$ cat src/hw/rtl/wcd_pkg.sv
// Package for the weighted centroid distance unit: sizes, command codes and shared types.
// No dependencies.
`timescale 1ns / 1ps
package wcd_pkg;
    localparam int MaxClusters = 8;
    localparam int MaxDims = 16;
    localparam int ClW = 3;
    localparam int DimW = 4;
    localparam int CentDepth = MaxClusters * MaxDims;
    localparam int CentAw = ClW + DimW;
    localparam int AccW = 48;
    localparam int DistW = 24;
    localparam logic [AccW-1:0] AccMax = {AccW{1'b1}};
    localparam logic [15:0] WeightOne = 16'd4096;
    localparam int QDepth = 4;
    localparam int QPtrW = 2;

    typedef enum logic [1:0] {
        CMD_CENT  = 2'd0,
        CMD_WGT   = 2'd1,
        CMD_POINT = 2'd2,
        CMD_NONE  = 2'd3
    } cmd_t;

    localparam logic CFG_DIMS = 1'b0;
    localparam logic CFG_CLUSTERS = 1'b1;

    // work queued for the back end: one point coordinate
    typedef struct packed {
        logic [DimW-1:0] dim;
        logic [15:0]     coord;
        logic [15:0]     weight;
        logic            acc_en;
        logic            emit;
        logic [ClW:0]    nc;
    } job_t;
endpackage

$ cat src/hw/rtl/wcd_front.sv
// Front end: accepts items, holds config and weights, writes centroids, queues point work.
// Depends on wcd_pkg.
`timescale 1ns / 1ps
module wcd_front (
    input  logic                  aclk,
    input  logic                  aresetn,
    input  logic                  s_tvalid,
    output logic                  s_tready,
    input  logic [1:0]            cmd,
    input  logic [2:0]            cl_idx,
    input  logic [3:0]            dim_idx,
    input  logic [15:0]           coord,
    input  logic [15:0]           wgt,
    input  logic                  cfg_valid,
    output logic                  cfg_ready,
    input  logic                  cfg_index,
    input  logic [4:0]            cfg_data,
    input  logic                  back_idle,
    output logic                  cent_we,
    output logic [wcd_pkg::CentAw-1:0] cent_waddr,
    output logic [15:0]           cent_wdata,
    output logic                  q_valid,
    input  logic                  q_ready,
    output wcd_pkg::job_t         q_job
);
    import wcd_pkg::*;

    logic [4:0]  dims_reg;
    logic [3:0]  clus_reg;
    logic [15:0] wtab_reg [MaxDims];
    job_t        q_reg [QDepth];
    logic [QPtrW-1:0] wr_ptr_reg, rd_ptr_reg;
    logic [QPtrW:0]   cnt_reg;
    logic [4:0]  nd;
    logic [ClW:0] nc;
    logic        acc_s, push, pop;
    cmd_t        c;
    job_t        j;

    assign c = cmd_t'(cmd);
    assign cfg_ready = 1'b1;
    // hold a centroid write until no queued or running point can still read the store
    assign s_tready = (cnt_reg != QDepth[QPtrW:0])
                      && (c != CMD_CENT || (cnt_reg == '0 && back_idle));
    assign acc_s = s_tvalid && s_tready;

    always_comb begin
        nd = dims_reg;
        if (nd == 5'd0) nd = 5'd1;
        if (nd > 5'(MaxDims)) nd = 5'(MaxDims);
        nc = clus_reg;
        if (nc == 4'd0) nc = 4'd1;
        if (nc > 4'(MaxClusters)) nc = 4'(MaxClusters);
        j.dim = dim_idx;
        j.coord = coord;
        j.weight = wtab_reg[dim_idx];
        j.acc_en = (wtab_reg[dim_idx] != 16'd0);
        j.emit = ({1'b0, dim_idx} == nd - 5'd1);
        j.nc = nc;
    end

    assign push = acc_s && c == CMD_POINT && {1'b0, dim_idx} < nd;
    assign pop = q_valid && q_ready;
    assign q_valid = (cnt_reg != '0);
    assign q_job = q_reg[rd_ptr_reg];

    assign cent_we = acc_s && c == CMD_CENT;
    assign cent_waddr = {cl_idx, dim_idx};
    assign cent_wdata = coord;

    always_ff @(posedge aclk) begin
        if (!aresetn) begin
            dims_reg <= 5'd16;
            clus_reg <= 4'd8;
            for (int i = 0; i < MaxDims; i++) wtab_reg[i] <= WeightOne;
            wr_ptr_reg <= '0;
            rd_ptr_reg <= '0;
            cnt_reg <= '0;
        end else begin
            if (cfg_valid) begin
                if (cfg_index == CFG_DIMS) dims_reg <= cfg_data;
                else clus_reg <= cfg_data[3:0];
            end
            if (acc_s && c == CMD_WGT) wtab_reg[dim_idx] <= wgt;
            if (push) begin
                q_reg[wr_ptr_reg] <= j;
                wr_ptr_reg <= wr_ptr_reg + 1'b1;
            end
            if (pop) rd_ptr_reg <= rd_ptr_reg + 1'b1;
            cnt_reg <= cnt_reg + (QPtrW+1)'(push) - (QPtrW+1)'(pop);
        end
    end

    assert property (@(posedge aclk) disable iff (!aresetn)
        cnt_reg <= QDepth[QPtrW:0]) else $error("queue count overflow");
    assert property (@(posedge aclk) disable iff (!aresetn)
        push |-> s_tready) else $error("push into full queue");
    assert property (@(posedge aclk) disable iff (!aresetn)
        (cnt_reg == '0) |-> !pop) else $error("pop from empty queue");
endmodule

$ cat config.mk
export PLATFORM = sky130hd
export DESIGN_NAME = wcd_front
export DESIGN_NICKNAME = d
export VERILOG_FILES = /design/src/hw/rtl/wcd_pkg.sv /design/src/hw/rtl/wcd_front.sv
export SDC_FILE = /design/constraint.sdc
export NUM_CORES = 1
export LEC_CHECK = 0
export ABC_CLOCK_PERIOD_IN_PS = 4200
export BUFFER_PORTS_ARGS = -buffer_cell sky130_fd_sc_hd__buf_2
export CAP_MARGIN = 5
export CORE_MARGIN = 8
export CORE_UTILIZATION = 48
export CTS_CLUSTER_DIAMETER = 100
export DETAILED_ROUTE_END_ITERATION = 10
export PLACE_DENSITY = 0.66
export SLEW_MARGIN = 30
export SYNTH_ARGS = -nofsm -noshare
export SYNTH_HDL_FRONTEND = slang
export SYNTH_SLANG_ARGS = --single-unit
export TNS_END_PERCENT = 10
$ cat constraint.sdc
create_clock -name aclk -period 4.2 [get_ports aclk]
set_input_delay 0.21 -clock aclk [delete_from_list [all_inputs] [get_ports aclk]]
set_output_delay 0.21 -clock aclk [all_outputs]
set_load 0.005 [all_outputs]
* Yosys cells after proc, flatten, opt, wreduce, memory -nomap -nowiden
Memory sizes are Yosys's and may differ from the RTL's. A register that Yosys moved wholly into a read port is not among the register bits.
Index checks and enable logic that the tools add are counted.
** Word-level totals
- Memories kept :: 2
- Input bits :: 53
- Bits in read-only memories :: 0
- Latch bits :: 0
- Bits in writable memories :: 424
- Logic and storage cells :: 55
- Register bits :: 16
- Output and inout port bits :: 69
** Memory list
- wtab_reg :: words 16, bits a word 16, rd ports 1, clocked after Yosys merged registers in 0, wr ports 16, line wcd_front.sv:30 : logic [15:0] wtab_reg [MaxDims];
- q_reg :: words 4, bits a word 42, rd ports 1, clocked after Yosys merged registers in 1, wr ports 1, line wcd_front.sv:31 : job_t q_reg [QDepth];
** Cells by class
- Reduce and logical (&&, ||, !) cells :: 19
- $lt $le $gt $ge :: 3
- Muxes and demuxes :: 16
- Eq/ne operators :: 4
- Divide/modulo/power cells :: 0
- Bitwise operators :: 1
- Shift-type cells :: 0
- Add/sub/neg operators :: 5
- $mul :: 0
** Operators by type and width (number)
- 2-to-1 mux 16 bit :: 1
- nonzero test 16 bit :: 1
- OR reduction 16 bit :: 1
- 2-to-1 mux 4 bit :: 3
- 2-to-1 mux 5 bit :: 2
- logical AND 1 bit :: 8
- 2-to-1 mux 1 bit :: 8
- equality test 4 x 5 -> 1 bit :: 1
- > comparator 5 bit, second input constant :: 1
- logical NOT 5 bit :: 1
- less-than comparator 4 x 5 -> 1 bit :: 1
- subtractor 5 x 1 -> 5 bit, second input constant :: 1
- adder 2 x 1 -> 2 bit, second input constant :: 2
- > comparator 4 bit, second input constant :: 1
- logical NOT 4 bit :: 1
- 2-to-1 mux 2 bit :: 2
- AND reduction 2 bit :: 2
- adder 3 x 1 -> 3 bit :: 1
- logical NOT 3 bit :: 1
- != test 3 bit, second input constant :: 1
- nonzero test 3 bit :: 1
- subtractor 3 x 1 -> 3 bit :: 1
- equality test 2 x 1 -> 1 bit, second input constant :: 1
- equality test 2 bit, second input constant :: 1
- 4 further kinds :: 4

* Depth between registers and ports, before layout
- Depth after elaboration :: 11
- Mapped depth :: 19

* Worst setup path after synthesis
Ideal clock, no wire load.
- Kind :: reg2reg
- Start point :: reg dims_reg[1]
- End point :: mem q_reg[0][0] (netlist name), enable pin
- Arrival time :: 2.806 ns
- Stages on the path, launching flop included :: 12
- Buffers on the path :: 0
- Path slack :: 0.990 ns
- Path through :: dfxtp_1 > nor3_1 > nor2_1 > or2_2 > inv_1 > ha_1 > nor2b_1 > o21a_1 > o21a_1 > o21ba_2 > nor2_1 > and3_1
** On the way
- Word-level cells in the longest chain between the ends :: 9
** RTL lines
- start, declared :: line wcd_front.sv:28 : logic [4:0] dims_reg;
- start signal, assigned :: line wcd_front.sv:81 : if (cfg_index == CFG_DIMS) dims_reg <= cfg_data;
- logical NOT 5 bit :: line wcd_front.sv:49 : if (nd == 5'd0) nd = 5'd1;
- 2-to-1 mux 5 bit (*) :: line wcd_front.sv:49
- > comparator 5 bit :: line wcd_front.sv:50 : if (nd > 5'(MaxDims)) nd = 5'(MaxDims);
- 2-to-1 mux 5 bit (*) :: line wcd_front.sv:50
- less-than comparator 4 x 5 -> 1 bit (*) :: line wcd_front.sv:62 : assign push = acc_s && c == CMD_POINT && {1'b0, dim_idx} < nd;
- logical AND 1 bit (*) :: line wcd_front.sv:62
- 2-to-1 mux 1 bit (*) :: line wcd_front.sv:85 : if (push) begin
- 2-to-1 mux 1 bit (*) :: line wcd_front.sv:72 : if (!aresetn) begin
- 2-to-1 mux 1 bit (implied by the code) (*) :: line wcd_front.sv:86 : q_reg[wr_ptr_reg] <= j;
- end, declared :: line wcd_front.sv:31
Every way passes the cells marked *; elsewhere a longest branch is shown, timed or not.

* Worst setup path after layout
- Start point :: reg dims_reg[1]
- End point :: reg cnt_reg[2]
** On the way
- Word-level cells in the longest chain between the ends :: 8
** RTL lines
- logical NOT 5 bit :: line wcd_front.sv:49
- 2-to-1 mux 5 bit (*) :: line wcd_front.sv:49
- > comparator 5 bit :: line wcd_front.sv:50
- 2-to-1 mux 5 bit (*) :: line wcd_front.sv:50
- less-than comparator 4 x 5 -> 1 bit (*) :: line wcd_front.sv:62
- logical AND 1 bit (*) :: line wcd_front.sv:62
- adder 3 x 1 -> 3 bit (*) :: line wcd_front.sv:90 : cnt_reg <= cnt_reg + (QPtrW+1)'(push) - (QPtrW+1)'(pop);
- subtractor 3 x 1 -> 3 bit (*) :: line wcd_front.sv:90
- end signal, assigned :: line wcd_front.sv:90
- end, declared :: line wcd_front.sv:33 : logic [QPtrW:0] cnt_reg;
Marks and branches as above.
A chain may end at the register's enable or synchronous reset.

==> impl_metrics.env <==
export IMPL_place_ws_ns=0.847
export IMPL_die_area_um2=46000
export IMPL_cp_start_kind="flop"
export IMPL_initial_utilization_pct=48.7
export IMPL_crit_chain="nor3_1 -> nor2_1 -> or2_2 -> inv_1 -> ha_1 -> nor2b_1 -> o21a_1 -> o21a_1 -> o21ba_2 -> nor2_1 -> inv_1 -> ha_1 -> inv_1 -> ha_1 -> inv_1 -> fa_1 -> xor2_1 -> xnor2_1 -> nor2_1"
export IMPL_outcome="finished, final reports clean"
export IMPL_crit_top_cell="inv_1"
export IMPL_htreeDepth=2
export IMPL_clkTransAtPathRegs_ns=0.06
export IMPL_cts_sinks=442
export IMPL_switching_power_w=0.00228
export IMPL_antenna_violating_nets_post_route=0
export IMPL_synth_largest_area_cell="edfxtp_1"
export IMPL_overflow=0
export IMPL_synth_top_cell_area_share_pct=67.3
export IMPL_netlist_area_um2=18900
export IMPL_port_buffers=114
export IMPL_final_core_util_pct=55.8
export IMPL_path_delay_family="adder cells"
export IMPL_area_growth_syn_to_layout_pct=14.5
export IMPL_drv_slew=0
export IMPL_grt_setup_unrepaired="false"
export IMPL_grt_start_max_net_pins=77
export IMPL_syn_nets=1173
export IMPL_max_freq_mhz=299
export IMPL_setup_tns_ns=0
export IMPL_hp_class="in -> reg"
export IMPL_finClkSkew_ns=0.0174
export IMPL_clock_latency_ns=0.55
export IMPL_cts_tree="built"
export IMPL_cp_depth=19
export IMPL_setup_violations=0
export IMPL_routed_wl_um=42000
export IMPL_relSlewSlack_pct=36.4
export IMPL_viasPerCell=5.58
export IMPL_combPwrFrac_pct=11.3
export IMPL_max_stage_delay_ns=0.40
export IMPL_drc=0
export IMPL_num_io_pins=122
export IMPL_fp_dieW_um=215
export IMPL_synth_edff_count=424
export IMPL_clockPowerShare_pct=38.3
export IMPL_fin_cells=1783
export IMPL_num_antenna_cells=0
export IMPL_yosysSeqAreaShare_pct=69.2
export IMPL_final_layout_size_suffix_gt1_share_pct=26.7
export IMPL_grt_util_all_layers_pct=18.1
export IMPL_drt_iter0_markers=932
export IMPL_place_congestion=0.764
export IMPL_peakVddDrop_mv=0.332
export IMPL_cp_required_ns=4.62
export IMPL_rows=72
export IMPL_post_route_period_util_pct=79.7
export IMPL_placed_area_um2=20000
export IMPL_grt_pass1_vias=10200
export IMPL_synthTopCellsByArea="edfxtp_1 67%, mux4_2 13%, and2_1 7.6%, dfxtp_1 1.9%, a22oi_1 1.3%"
export IMPL_place_detailed_hpwl_um=25500
export IMPL_seqPwrFrac_pct=50.4
export IMPL_synthCells=1108
export IMPL_critPathCaptureType="flop"
export IMPL_async_flop_share_pct=0
export IMPL_fin_crit_ns=3.35
export IMPL_core_um2=38800
export IMPL_swShare_pct=22.6
export IMPL_cp_max_fo=5
export IMPL_hold_path_depth=4
export IMPL_drv_cap=0
export IMPL_cp_slowest_cell="fa_1"
export IMPL_wire_per_inst_um=23.6
export IMPL_tightest_slew_ns=0.954
export IMPL_largest_register_ffs=256
export IMPL_worst_slack_ns=0.853
export IMPL_p_leak_nw=7.66
export IMPL_ys_types=47
export IMPL_postSynthAreaPerCell_um2=17.1
export IMPL_ys_flop_type="edfxtp_1"
export IMPL_hold_violations=0
export IMPL_internal_power_w=0.00780
export IMPL_die_y_um=215
export IMPL_path_class="reg -> reg"
export IMPL_numCtsBuffers=46
export IMPL_clockBufferDepth=3
export IMPL_nNetsFinal=1294
export IMPL_arrival_ns=3.77
export IMPL_ys_warn_count=0
export IMPL_dr_pass1_iters=4
export IMPL_final_area_um2=21700
export IMPL_root_buffer="clkbuf_16"
export IMPL_antenna_found_initial=0
export IMPL_ys_ff_latch=442
export IMPL_power_density_nw_per_um2=465
export IMPL_crit_buf_inv=4
export IMPL_grt_first_pass_wirelength_um=64100
export IMPL_dp_cells=1673
export IMPL_reg2regPathDepth=19
export IMPL_post_cts_buffers=0
export IMPL_vias=9946
## synthesized netlist by cell type (2+ instances only)
| master | instances |
|---|---|
| clkbuf_2 | 2 |
| or3_1 | 13 |
| o21a_1 | 2 |
| xnor2_1 | 5 |
| a21oi_1 | 6 |
| nor3b_1 | 2 |
| clkbuf_1 | 56 |
| xor2_1 | 3 |
| nor2_1 | 22 |
| nor2_2 | 2 |
| inv_1 | 10 |
| buf_2 | 11 |
| nand2_2 | 2 |
| and2_1 | 229 |
| nand3_1 | 7 |
| nor2b_1 | 5 |
| and3_1 | 19 |
| nand2_1 | 25 |
| nor4_2 | 2 |
| nand2b_1 | 20 |
| buf_4 | 28 |
| nor3_1 | 3 |
| mux4_2 | 106 |
| a22oi_1 | 32 |
| buf_6 | 4 |
| dfxtp_1 | 18 |
| ha_1 | 11 |
| edfxtp_1 | 424 |
| nor3_2 | 2 |
| o21ai_0 | 11 |
| mux2i_1 | 5 |
| nor4_1 | 6 |
## cells by family (layout without fill, tap and decap cells)
kind of cell	Yosys count	after routing	synth area share [%]
AOI/OAI and AO/OA	55	55	1.98
xor gates and xnor gates	8	8	0.370
adders and majority gates	12	12	0.833
buffers and inverters	112	269	3.02
DFF	442	442	69.2
muxes	111	111	12.9
other	1	1	0.0198
and+or+nand+nor	367	367	11.7
## per-layer routing
layer / up-vias / global-route usage, % / wire (um)
li1: 4436 / - / -
met1: 5130 / 25.7 / 18800
met2: 332 / 28.7 / 19900
met3: 48 / 3.64 / 2710
met4: 0 / 4.04 / 622
met5: - / 0 / 0
## worst register-to-register path: stages, from the launching register on
cell and delay (ns):
dfxtp_1 0.33, nor3_1 0.20, nor2_1 0.06, or2_2 0.29
inv_1 0.07, ha_1 0.13, nor2b_1 0.04, o21a_1 0.16
o21a_1 0.17, o21ba_2 0.21, nor2_1 0.22, inv_1 0.08
ha_1 0.29, inv_1 0.06, ha_1 0.13, inv_1 0.05
fa_1 0.40, xor2_1 0.17, xnor2_1 0.13, nor2_1 0.05
## path summary, 6_finish.rpt
path          startpoint            end  slack, ns
max          dims_reg[1]     cnt_reg[2]       0.85
min               cmd[0]  wr_ptr_reg[1]       0.06
max reg2reg  dims_reg[1]     cnt_reg[2]       0.85
min reg2reg  clus_reg[0]    clus_reg[0]       0.46
## area by class of cell
type	instances	area, um2
sequential	442	13100
tap	518	648
timing repair buffer	175	1170
clock inverter	23	146
inverter	10	37.5
clock buffer	61	1290
fill	3063	17200
multi-input combinational	554	5280
## per-stage QoR
stage	hold WS [ns]	power, W
4_1_cts	0.0352	0.0102
3_5_place_dp	0.420	0.00632
3_3_place_gp	0.420	0.00631
6_report	0.0568	0.0101
2_1_floorplan	0.309	0.00586
5_1_grt	0.0779	0.0105
## layout by cell type (no fill, tap or decap), types with 4 or more instances in the layout
cell | synthesis | routed
mux2i_1 | 5 | 5
edfxtp_1 | 424 | 424
nor4_1 | 6 | 5
nand2b_1 | 20 | 20
nor2_1 | 22 | 18
a21oi_1 | 6 | 6
and2_1 | 229 | 229
inv_1 | 10 | 10
a22oi_1 | 32 | 32
or3_1 | 13 | 13
buf_2 | 11 | 112
clkbuf_16 | 0 | 49
nand2_1 | 25 | 25
nor2b_1 | 5 | 5
clkbuf_1 | 56 | 10
clkinv_1 | 0 | 15
mux4_2 | 106 | 106
o21ai_1 | 0 | 9
xnor2_1 | 5 | 5
buf_4 | 28 | 31
and3_2 | 0 | 4
dfxtp_1 | 18 | 16
nor2_2 | 2 | 6
nand3_1 | 7 | 7
ha_1 | 11 | 11
clkinv_2 | 0 | 6
buf_12 | 0 | 6
dlygate4sd3_1 | 0 | 26
and3_1 | 19 | 15
## power by group through the flow
stage | sequential (W) | combinational [W] | clock, W
6_report | 0.00508 | 0.00114 | 0.00387
5_1_grt | 0.00510 | 0.00123 | 0.00412
4_1_cts | 0.00509 | 0.00116 | 0.00395
3_5_place_dp | 0.00518 | 0.00114 | 0
3_3_place_gp | 0.00518 | 0.00113 | 0
2_1_floorplan | 0.00509 | 0.000775 | 0
## timing repair
| action | CTS | global route |
|---|---|---|
| endpoints found under the hold margin | 73 | 0 |
| gates resized for setup | 0 | 0 |
| hold buffers | 26 | 0 |
No activity file was read; power rests on OpenSTA's default activity.
