File: src/hw/rtl/wcd_pkg.sv
// Package for the weighted centroid distance unit: sizes, command codes and shared types.
// No dependencies.
`timescale 1ns / 1ps
package wcd_pkg;
    localparam int MaxClusters = 8;
    localparam int MaxDims = 16;
    localparam int ClW = 3;
    localparam int DimW = 4;
    localparam int CentDepth = MaxClusters * MaxDims;
    localparam int CentAw = ClW + DimW;
    localparam int AccW = 48;
    localparam int DistW = 24;
    localparam logic [AccW-1:0] AccMax = {AccW{1'b1}};
    localparam logic [15:0] WeightOne = 16'd4096;
    localparam int QDepth = 4;
    localparam int QPtrW = 2;

    typedef enum logic [1:0] {
        CMD_CENT  = 2'd0,
        CMD_WGT   = 2'd1,
        CMD_POINT = 2'd2,
        CMD_NONE  = 2'd3
    } cmd_t;

    localparam logic CFG_DIMS = 1'b0;
    localparam logic CFG_CLUSTERS = 1'b1;

    // work queued for the back end: one point coordinate
    typedef struct packed {
        logic [DimW-1:0] dim;
        logic [15:0]     coord;
        logic [15:0]     weight;
        logic            acc_en;
        logic            emit;
        logic [ClW:0]    nc;
    } job_t;
endpackage

File: src/hw/rtl/wcd_ram.sv
// Generic single-port-write, registered-read RAM.
// No dependencies.
`timescale 1ns / 1ps
module wcd_ram #(
    parameter int Width = 16,
    parameter int Depth = 128
) (
    input  logic                     aclk,
    input  logic                     we,
    input  logic [$clog2(Depth)-1:0] waddr,
    input  logic [Width-1:0]         wdata,
    input  logic [$clog2(Depth)-1:0] raddr,
    output logic [Width-1:0]         rdata
);
    logic [Width-1:0] mem [Depth];
    always_ff @(posedge aclk) begin
        if (we) begin
            mem[waddr] <= wdata;
        end
        rdata <= mem[raddr];
    end
endmodule

File: src/hw/rtl/wcd_back.sv
// Back end: per-cluster accumulate through a two-stage multiply pipe, then serial isqrt
// and emit. Depends on wcd_pkg and wcd_ram (centroid store).
`timescale 1ns / 1ps
module wcd_back (
    input  logic                  aclk,
    input  logic                  aresetn,
    input  logic                  q_valid,
    output logic                  q_ready,
    input  wcd_pkg::job_t         q_job,
    input  logic                  cent_we,
    input  logic [wcd_pkg::CentAw-1:0] cent_waddr,
    input  logic [15:0]           cent_wdata,
    output logic                  m_tvalid,
    input  logic                  m_tready,
    output logic [2:0]            m_cluster,
    output logic [23:0]           m_distance,
    output logic                  m_last
);
    import wcd_pkg::*;

    typedef enum logic [2:0] {
        S_IDLE, S_RD, S_MUL, S_SQ, S_ACC, S_SQRT, S_OUT
    } state_t;

    state_t        st_reg;
    job_t          job_reg;
    logic [ClW:0]  k_reg;
    logic [AccW-1:0] acc_reg [MaxClusters];
    logic [15:0]   cent_rd;
    logic [32:0]   prod_reg;
    logic [20:0]   scaled;
    logic [41:0]   sq_reg;
    logic [AccW-1:0] v_reg, res_reg, bit_reg;
    logic [ClW-1:0] kk;
    logic [16:0]   diff, mag;
    logic [AccW:0] sum;
    logic [AccW-1:0] acc_new;
    logic [AccW-1:0] trial;

    assign kk = k_reg[ClW-1:0];

    wcd_ram #(.Width(16), .Depth(CentDepth)) u_cent (
        .aclk(aclk), .we(cent_we), .waddr(cent_waddr), .wdata(cent_wdata),
        .raddr({kk, job_reg.dim}), .rdata(cent_rd)
    );

    always_comb begin
        diff = {job_reg.coord[15], job_reg.coord} - {cent_rd[15], cent_rd};
        mag = diff[16] ? 17'(-diff) : diff;
        scaled = prod_reg[32:12];
        sum = {1'b0, acc_reg[kk]} + {7'd0, sq_reg};
        acc_new = sum[AccW] ? AccMax : sum[AccW-1:0];
        trial = res_reg + bit_reg;
    end

    assign q_ready = (st_reg == S_IDLE);

    always_ff @(posedge aclk) begin
        if (!aresetn) begin
            st_reg <= S_IDLE;
            m_tvalid <= 1'b0;
            k_reg <= '0;
            for (int i = 0; i < MaxClusters; i++) acc_reg[i] <= '0;
        end else begin
            unique case (st_reg)
                S_IDLE: begin
                    if (q_valid) begin
                        job_reg <= q_job;
                        k_reg <= '0;
                        if (q_job.acc_en) st_reg <= S_RD;
                        else if (q_job.emit) st_reg <= S_SQRT;
                    end
                end
                S_RD: st_reg <= S_MUL;
                S_MUL: begin
                    prod_reg <= {16'd0, mag} * {17'd0, job_reg.weight} + 33'd2048;
                    st_reg <= S_SQ;
                end
                S_SQ: begin
                    sq_reg <= {21'd0, scaled} * {21'd0, scaled};
                    st_reg <= S_ACC;
                end
                S_ACC: begin
                    acc_reg[kk] <= acc_new;
                    if (k_reg == job_reg.nc - 1'b1) begin
                        k_reg <= '0;
                        st_reg <= job_reg.emit ? S_SQRT : S_IDLE;
                    end else begin
                        k_reg <= k_reg + 1'b1;
                        st_reg <= S_RD;
                    end
                end
                S_SQRT: begin
                    if (bit_reg == '0) begin
                        m_tvalid <= 1'b1;
                        m_cluster <= kk;
                        m_distance <= res_reg[DistW-1:0];
                        m_last <= (k_reg == job_reg.nc - 1'b1);
                        st_reg <= S_OUT;
                    end else begin
                        if (v_reg >= trial) begin
                            v_reg <= v_reg - trial;
                            res_reg <= (res_reg >> 1) + bit_reg;
                        end else begin
                            res_reg <= res_reg >> 1;
                        end
                        bit_reg <= bit_reg >> 2;
                    end
                end
                S_OUT: begin
                    if (m_tready) begin
                        m_tvalid <= 1'b0;
                        if (k_reg == job_reg.nc - 1'b1) begin
                            for (int i = 0; i < MaxClusters; i++) acc_reg[i] <= '0;
                            st_reg <= S_IDLE;
                        end else begin
                            k_reg <= k_reg + 1'b1;
                            st_reg <= S_SQRT;
                        end
                    end
                end
                default: st_reg <= S_IDLE;
            endcase
            if ((st_reg == S_IDLE && q_valid && !q_job.acc_en && q_job.emit)
                || (st_reg == S_ACC && job_reg.emit && k_reg == job_reg.nc - 1'b1)) begin
                v_reg <= (st_reg == S_ACC && kk == '0) ? acc_new : acc_reg[0];
                res_reg <= '0;
                bit_reg <= 48'h4000_0000_0000;
            end
            if (st_reg == S_OUT && m_tready && k_reg != job_reg.nc - 1'b1) begin
                v_reg <= acc_reg[kk + 1'b1];
                res_reg <= '0;
                bit_reg <= 48'h4000_0000_0000;
            end
        end
    end

    assert property (@(posedge aclk) disable iff (!aresetn)
        m_tvalid |-> st_reg == S_OUT) else $error("output valid outside emit");
    assert property (@(posedge aclk) disable iff (!aresetn)
        (st_reg != S_IDLE) |-> !q_ready) else $error("queue popped while busy");
    assert property (@(posedge aclk) disable iff (!aresetn)
        (m_tvalid && !m_tready) |=> m_tvalid) else $error("result dropped");
endmodule

File: config.mk
export PLATFORM = sky130hd
export DESIGN_NAME = wcd_back
export DESIGN_NICKNAME = d
export VERILOG_FILES = /design/src/hw/rtl/wcd_pkg.sv /design/src/hw/rtl/wcd_ram.sv /design/src/hw/rtl/wcd_back.sv
export SDC_FILE = /design/constraint.sdc
export NUM_CORES = 2
export LEC_CHECK = 0
export BUFFER_PORTS_ARGS = -buffer_cell sky130_fd_sc_hd__buf_2
export CAP_MARGIN = 0
export CORE_ASPECT_RATIO = 1.1
export CORE_UTILIZATION = 30
export CTS_CLUSTER_SIZE = 30
export DETAILED_ROUTE_END_ITERATION = 8
export PLACE_DENSITY = 0.47
export SETUP_SLACK_MARGIN = 0.3
export SYNTH_ARGS = -nofsm -noshare
export SYNTH_HDL_FRONTEND = slang
export SYNTH_SLANG_ARGS = --single-unit
File: constraint.sdc
create_clock -name aclk -period 10.9 [get_ports aclk]
set_clock_uncertainty 0.1 [all_clocks]
set_input_delay 0.545 -clock aclk [delete_from_list [all_inputs] [get_ports aclk]]
set_output_delay 0.545 -clock aclk [all_outputs]
set_load 0.01 [all_outputs]
=== Yosys cells after proc, flatten, opt, wreduce, memory -nomap -nowiden ===
Memories as Yosys holds them, arrays and structs flattened. A register that Yosys moved wholly into a read port is not among the register bits.
Index checks and enable logic that the tools add are counted.

* Flip-flop bits (word level): 296
* Latch bits: 0
* Memory bits (writable): 2432
* ROM bits: 0
* Output and inout bits: 30
* Logic and storage cells: 135
* Memories kept: 2

* Add/subtract/negate cells: 10
* Multiply operators: 2
* Divide/modulo/power cells: 0
* Order comparisons: 1
* Eq/ne operators: 14
* Shift operators: 0
* Muxes and demuxes: 54
* Bitwise gates (word level): 8
* Reduce and logical (&&, ||, !) cells: 28

{| class="wikitable"
|+ Memory list
! memory !! words !! width !! rd ports !! clocked after Yosys merged registers in !! write ports !! line !! RTL
|-
| u_cent.mem || 128 || 16 || 1 || 1 || 1 || wcd_ram.sv:15 || <nowiki>logic [Width-1:0] mem [Depth];</nowiki>
|-
| acc_reg || 8 || 48 || 3 || 1 || 8 || wcd_back.sv:28 || <nowiki>logic [AccW-1:0] acc_reg [MaxClusters];</nowiki>
|}

{| class="wikitable"
|+ Operator list
! kind !! count
|-
| two-way mux 48 bit || 21
|-
| adder 48 x 42 -> 49 bit || 1
|-
| adder 47 x 48 -> 48 bit || 1
|-
| adder 48 bit || 1
|-
| greater-or-equal comparator 48 bit || 1
|-
| logical NOT 48 bit || 1
|-
| OR reduction 48 bit || 1
|-
| subtractor 48 bit || 1
|-
| multiplier 21 x 21 -> 42 bit || 1
|-
| adder 33 x 12 -> 33 bit, second input constant || 1
|-
| multiplier 17 x 16 -> 33 bit || 1
|-
| two-way mux 3 bit || 11
|-
| case mux 3 bit (7 select lines) || 1
|-
| two-way mux 17 bit || 1
|-
| negation 17 bit || 1
|-
| subtractor 16 x 16 -> 17 bit || 1
|-
| two-way mux 4 bit || 4
|-
| two-way mux 1 bit || 14
|-
| case mux 4 bit (3 select lines) || 1
|-
| AND reduction 3 bit || 4
|-
| AND reduction 4 bit || 3
|-
| equality test 3 bit, second input constant || 3
|-
| nonzero test 3 bit || 3
|-
| logical AND 1 bit || 8
|-
| 17 further kinds || 31
|}

=== Depth between registers and ports, before layout ===
* Depth after elaboration: 9
* Mapped depth: 39
* Mapped depth without buffers: 38

=== Hierarchy ===
Synthesis repeated with hierarchy kept, for this count alone.

* Cell total of the unflattened synthesis: 8692
* Area total of the unflattened synthesis: 137590.7 µm²

{| class="wikitable"
|+ Modules (own cells, without submodules)
! module !! times used !! cells an instance !! area an instance (µm²) !! sequential area each (µm²)
|-
| wcd_ram || 1 || 3086 || 78522.8 || 61819.3
|-
| wcd_back || 1 || 5606 || 59067.9 || 19288.5
|}

=== Least setup slack after synthesis ===
OpenSTA, ideal clock, no wires.

* Kind: register to register
* Start point: register job_reg[0] (netlist name)
* End point: register v_reg[0] (enable)
* Library setup time: 0.527 ns
* Arrival time: 10.945 ns
* Data required time: 10.273 ns
* Setup slack: -0.672 ns
* Stages on the path, launching flop included: 10
* Path buffers: 0
* Period minus slack after synthesis: 11.572 ns
* Cells stage by stage: edfxtp_1 -> inv_1 -> ha_1 -> xnor2_1 -> nor4_2 -> a31oi_1 -> nor3_1 -> nor2_1 -> a21boi_0 -> a21boi_0

* Cells in the longest elaborated chain, start to end: 6
* Elaborated cells between the ends (all ways): 10

{| class="wikitable"
|+ RTL lines
! item !! line !! RTL
|-
| from (decl) || wcd_back.sv:26 || <nowiki>job_t job_reg;</nowiki>
|-
| from (signal assigned) || wcd_back.sv:68 || <nowiki>job_reg <= q_job;</nowiki>
|-
| subtractor 4 x 1 -> 4 bit (*) || wcd_back.sv:125, wcd_back.sv:130 ||
|-
| equality test 4 bit || wcd_back.sv:125 || <nowiki>|| (st_reg == S_ACC && job_reg.emit && k_reg == job_reg.nc - 1'b1)) begin</nowiki>
|-
| logical AND 1 bit || wcd_back.sv:125 ||
|-
| logical OR 1 bit || wcd_back.sv:125 ||
|-
| inequality test 3 x 1 -> 1 bit (no source line) / nonzero test 3 bit (equally long branches) || - ||
|-
| AND reduction 4 bit (no source line) (*) || - ||
|-
| to (signal assigned) || wcd_back.sv:102 || <nowiki>v_reg <= v_reg - trial;</nowiki>
|-
| to (signal assigned) || wcd_back.sv:126 || <nowiki>v_reg <= (st_reg == S_ACC && kk == '0) ? acc_new : acc_reg[0];</nowiki>
|-
| to (signal assigned) || wcd_back.sv:131 || <nowiki>v_reg <= acc_reg[kk + 1'b1];</nowiki>
|-
| to (decl) || wcd_back.sv:33 || <nowiki>logic [AccW-1:0] v_reg, res_reg, bit_reg;</nowiki>
|}

Every way passes the cells marked *; elsewhere a longest branch is shown, timed or not.
A chain may end at the register's enable or synchronous reset.

=== Worst setup path after layout ===
* Start point: register job_reg[22] (netlist name)
* End point: register prod_reg[32] (data pin)

* Cells in the longest elaborated chain, start to end: 5

{| class="wikitable"
|+ RTL lines
! item !! line !! RTL
|-
| subtractor 16 x 16 -> 17 bit (*) || wcd_back.sv:48 || <nowiki>diff = {job_reg.coord[15], job_reg.coord} - {cent_rd[15], cent_rd};</nowiki>
|-
| negation 17 bit || wcd_back.sv:49 || <nowiki>mag = diff[16] ? 17'(-diff) : diff;</nowiki>
|-
| two-way mux 17 bit (*) || wcd_back.sv:49 ||
|-
| multiplier 17 x 16 -> 33 bit (*) || wcd_back.sv:76 || <nowiki>prod_reg <= {16'd0, mag} * {17'd0, job_reg.weight} + 33'd2048;</nowiki>
|-
| adder 33 x 12 -> 33 bit (*) || wcd_back.sv:76 ||
|-
| to (signal assigned) || wcd_back.sv:76 ||
|-
| to (decl) || wcd_back.sv:30 || <nowiki>logic [32:0] prod_reg;</nowiki>
|}

Marks and branches as above.

==> flow_summary_export.csv <==
group,metric,value,unit
outcome,status,"complete, no violations",
logic_synthesis,synth_cells,8814,
sta,maxSlewHeadroom,10.4,%
logic_synthesis,synthArstFlopShare,0,%
routing,viasPerCell,5.01,
routing,drc,0,
final_layout,final_util,34.4,%
critical_path,reg2reg_from,"job_reg[22]",
routing,top_layer_used,"met5",
die,die_w,648,um
critical_path,crit_type,"reg -> reg",
routing,drt-total-wl,387000,um
cts,numClockSinks,2710,
cts,htree_levels,5,
job,drv_cap,0,
placement,place_worst_setup_slack,1.26,ns
worst_hold_path,min_from,"cent_wdata[5]",
routing,met3WireLength,17100,um
sta,min_period_over_period,89.2,%
grt,overflow,0,
logic_synthesis,synth.distinct_cells,87,
critical_path,arrival,10.23,ns
critical_path,crit_top_cell,"fa_1",
logic_synthesis,synth_area_per_cell,15.6,sq um
logic_synthesis,yosys.area.top_type,"edfxtp_1",
sta,hold_violations,0,
critical_path,cpPeakStageDelay,0.98,ns
final_layout,synthToLayoutAreaGrowth,14.0,%
worst_hold_path,whs_path_depth,1,
worst_hold_path,hold_path_class,"in -> reg",
sta,worst_pin_slew,1.34,ns
cts,cts.clk_slew.worst_paths,0.06,ns
routing,drt_iter0_markers,5864,
sta,slew_viol_final,0,
grt,grt_max_degree,133,
sta,layout_setup_ws,1.18,ns
critical_path,cp_slowest_cell,"a21oi_1",
logic_synthesis,ys_ff_latch,2710,
routing,wl_per_cell,25.1,um
die,die-area,461000,sq um
cts,cts_tree,"done",
critical_path,start_kind,"flip-flop",
grt,grt_pass1_vias,82300,
die,core,456000,sq um
cts,cts.path.max_buffers,4,
routing,drt-met1-wl,160000,um
grt,antenna_found_initial,22,
critical_path,crit_path_start,"job_reg[22]",
critical_path,path_buf_inv,6,
logic_synthesis,synth-seq-area-share,58.9,%
sta,fmax,103,MHz
die,fp-row-count,260,
sta,post-route-min-period,9.72,ns
routing,ant_nets,0,
logic_synthesis,ys_top_cells_by_area,"edfxtp_1 59%, mux4_2 14%, fa_1 7.6%, ha_1 3.8%, inv_1 2.2%",
logic_synthesis,synthTopCellsByCount,"2,683 x edfxtp_1, 832 x mux4_2, 804 x inv_1",
critical_path,ff2ff_setup_slack,1.18,ns
critical_path,critPathCaptureType,"flip-flop",
sta,setup_violations,0,
routing,routed-wl-met2,200000,um
die,pin_count,100,
sta,tns,0,ns
placement,io_buffers,99,
final_layout,layout.nets,10100,
logic_synthesis,synth_most_common_cell,"edfxtp_1",
logic_synthesis,synth_top_area_share,58.6,%
final_layout,largest_reg_flops,2048,
sta,rsz0062_at_grt,"false",
logic_synthesis,syn_nets,9826,
worst_hold_path,hold_end,"u_cent.mem[63][5]",
die,floorplan.initialDensity,30.2,%
cts,cts_inserted_buffers,308,
placement,hpwl,246000,um
final_layout,drive_gt1_share,18.9,%
critical_path,worstReg2RegEnd,"prod_reg[32]",
grt,gr-usage-all-layers,16.6,%
cts,cts_root_buf,"clkbuf_16",
cts,post_cts_buffers,0,
logic_synthesis,synth_edf_count,2683,
logic_synthesis,synth_warnings,0,
cts,clk_latency,0.95,ns
placement,gp_congestion,0.817,
critical_path,required,11.41,ns
critical_path,worstPathMaxFanout,16,
logic_synthesis,synth-main-ff-cell,"edfxtp_1",
routing,vias,77300,
final_layout,fillers,43700,
grt,grt_pass1_wl,567000,um
critical_path,cp_top_family,"adder cells",
logic_synthesis,netlist_area,138000,sq um
routing,firstDrtPassIters,6,
critical_path,r2r_cells,35,
die,die_y,712,um
through the flow:
step | hold WS (ns) | cells | instance area (sq um)
floorplan | 0.332 | 8814 | 138000
global placement | 0.373 | 14800 | 146000
detailed placement | 0.374 | 14800 | 146000
CTS | 0.00210 | 15400 | 157000
global route | 0.0683 | 15400 | 157000
finish | 0.0499 | 15400 | 157000
routing by layer:
layer / GRT usage (%) / vias to the layer above
li1: - / 33700
met1: 21.2 / 41300
met2: 29.6 / 1797
met3: 2.11 / 451
met4: 4.10 / 14
met5: 0 / -
cells by family (layout without fill, tap and decap cells):
group	Yosys count	count (layout)	synth area share, %
flip-flops	2710	2710	58.9
AND/OR/NAND/NOR	1872	1872	6.19
buffers and inverters	1229	1778	3.37
adder cells (fa/ha/maj)	942	942	11.4
multiplexers	901	901	14.2
AO/OA/AOI/OAI	891	891	4.21
XOR/XNOR	269	269	1.72
other	0	28	0
layout make-up:
cell class	instances	area [sq um]	share of cell area (%)
clock inverters	182	1780	1.13
inverters	804	3020	1.92
clock buffers	372	8080	5.15
repair buffers	420	3190	2.04
flip-flops and latches	2710	81100	51.7
well taps	6026	7540	4.81
diodes	28	70.1	0.0447
multi-input cells	4875	52100	33.2
worst max path at each step:
stage | endpoint | slack, ns | depth (start not counted)
3_5_place_dp | prod_reg[32] | 1.26 | 35
6_report | prod_reg[32] | 1.18 | 35
3_3_place_gp | prod_reg[32] | 1.27 | 35
2_1_floorplan | v_reg[0] | 1.28 | 9
4_1_cts | prod_reg[32] | 1.17 | 35
5_1_grt | prod_reg[32] | 0.49 | 35
layout by cell type (no fill, tap or decap), drive strengths merged, types with 45 or more instances in the layout:
master       instances
xnor2              149
a21oi              214
o22ai               70
edfxtp            2683
a31oi               81
o21ai              148
and3                48
fa                 519
and2               231
a211oi              69
a21o               105
dlygate4sd3         54
nor2               766
ha                 423
clkbuf             372
nor2b               48
inv                821
buf                366
clkinv             127
xor2               120
nand2b              45
nand3               57
mux2                46
mux4               832
nand2              513
timing repair:
item | 4_1_cts | 5_1_grt
gates resized for setup | 0 | 0
endpoints found under the setup margin | 0 | 0
hold buffers | 54 | 0
endpoints found under the hold margin | 382 | 0
Power is left out: the tool's default activity adds up to more than one toggle a clock period on the data nets, which glitch-free logic cannot reach.
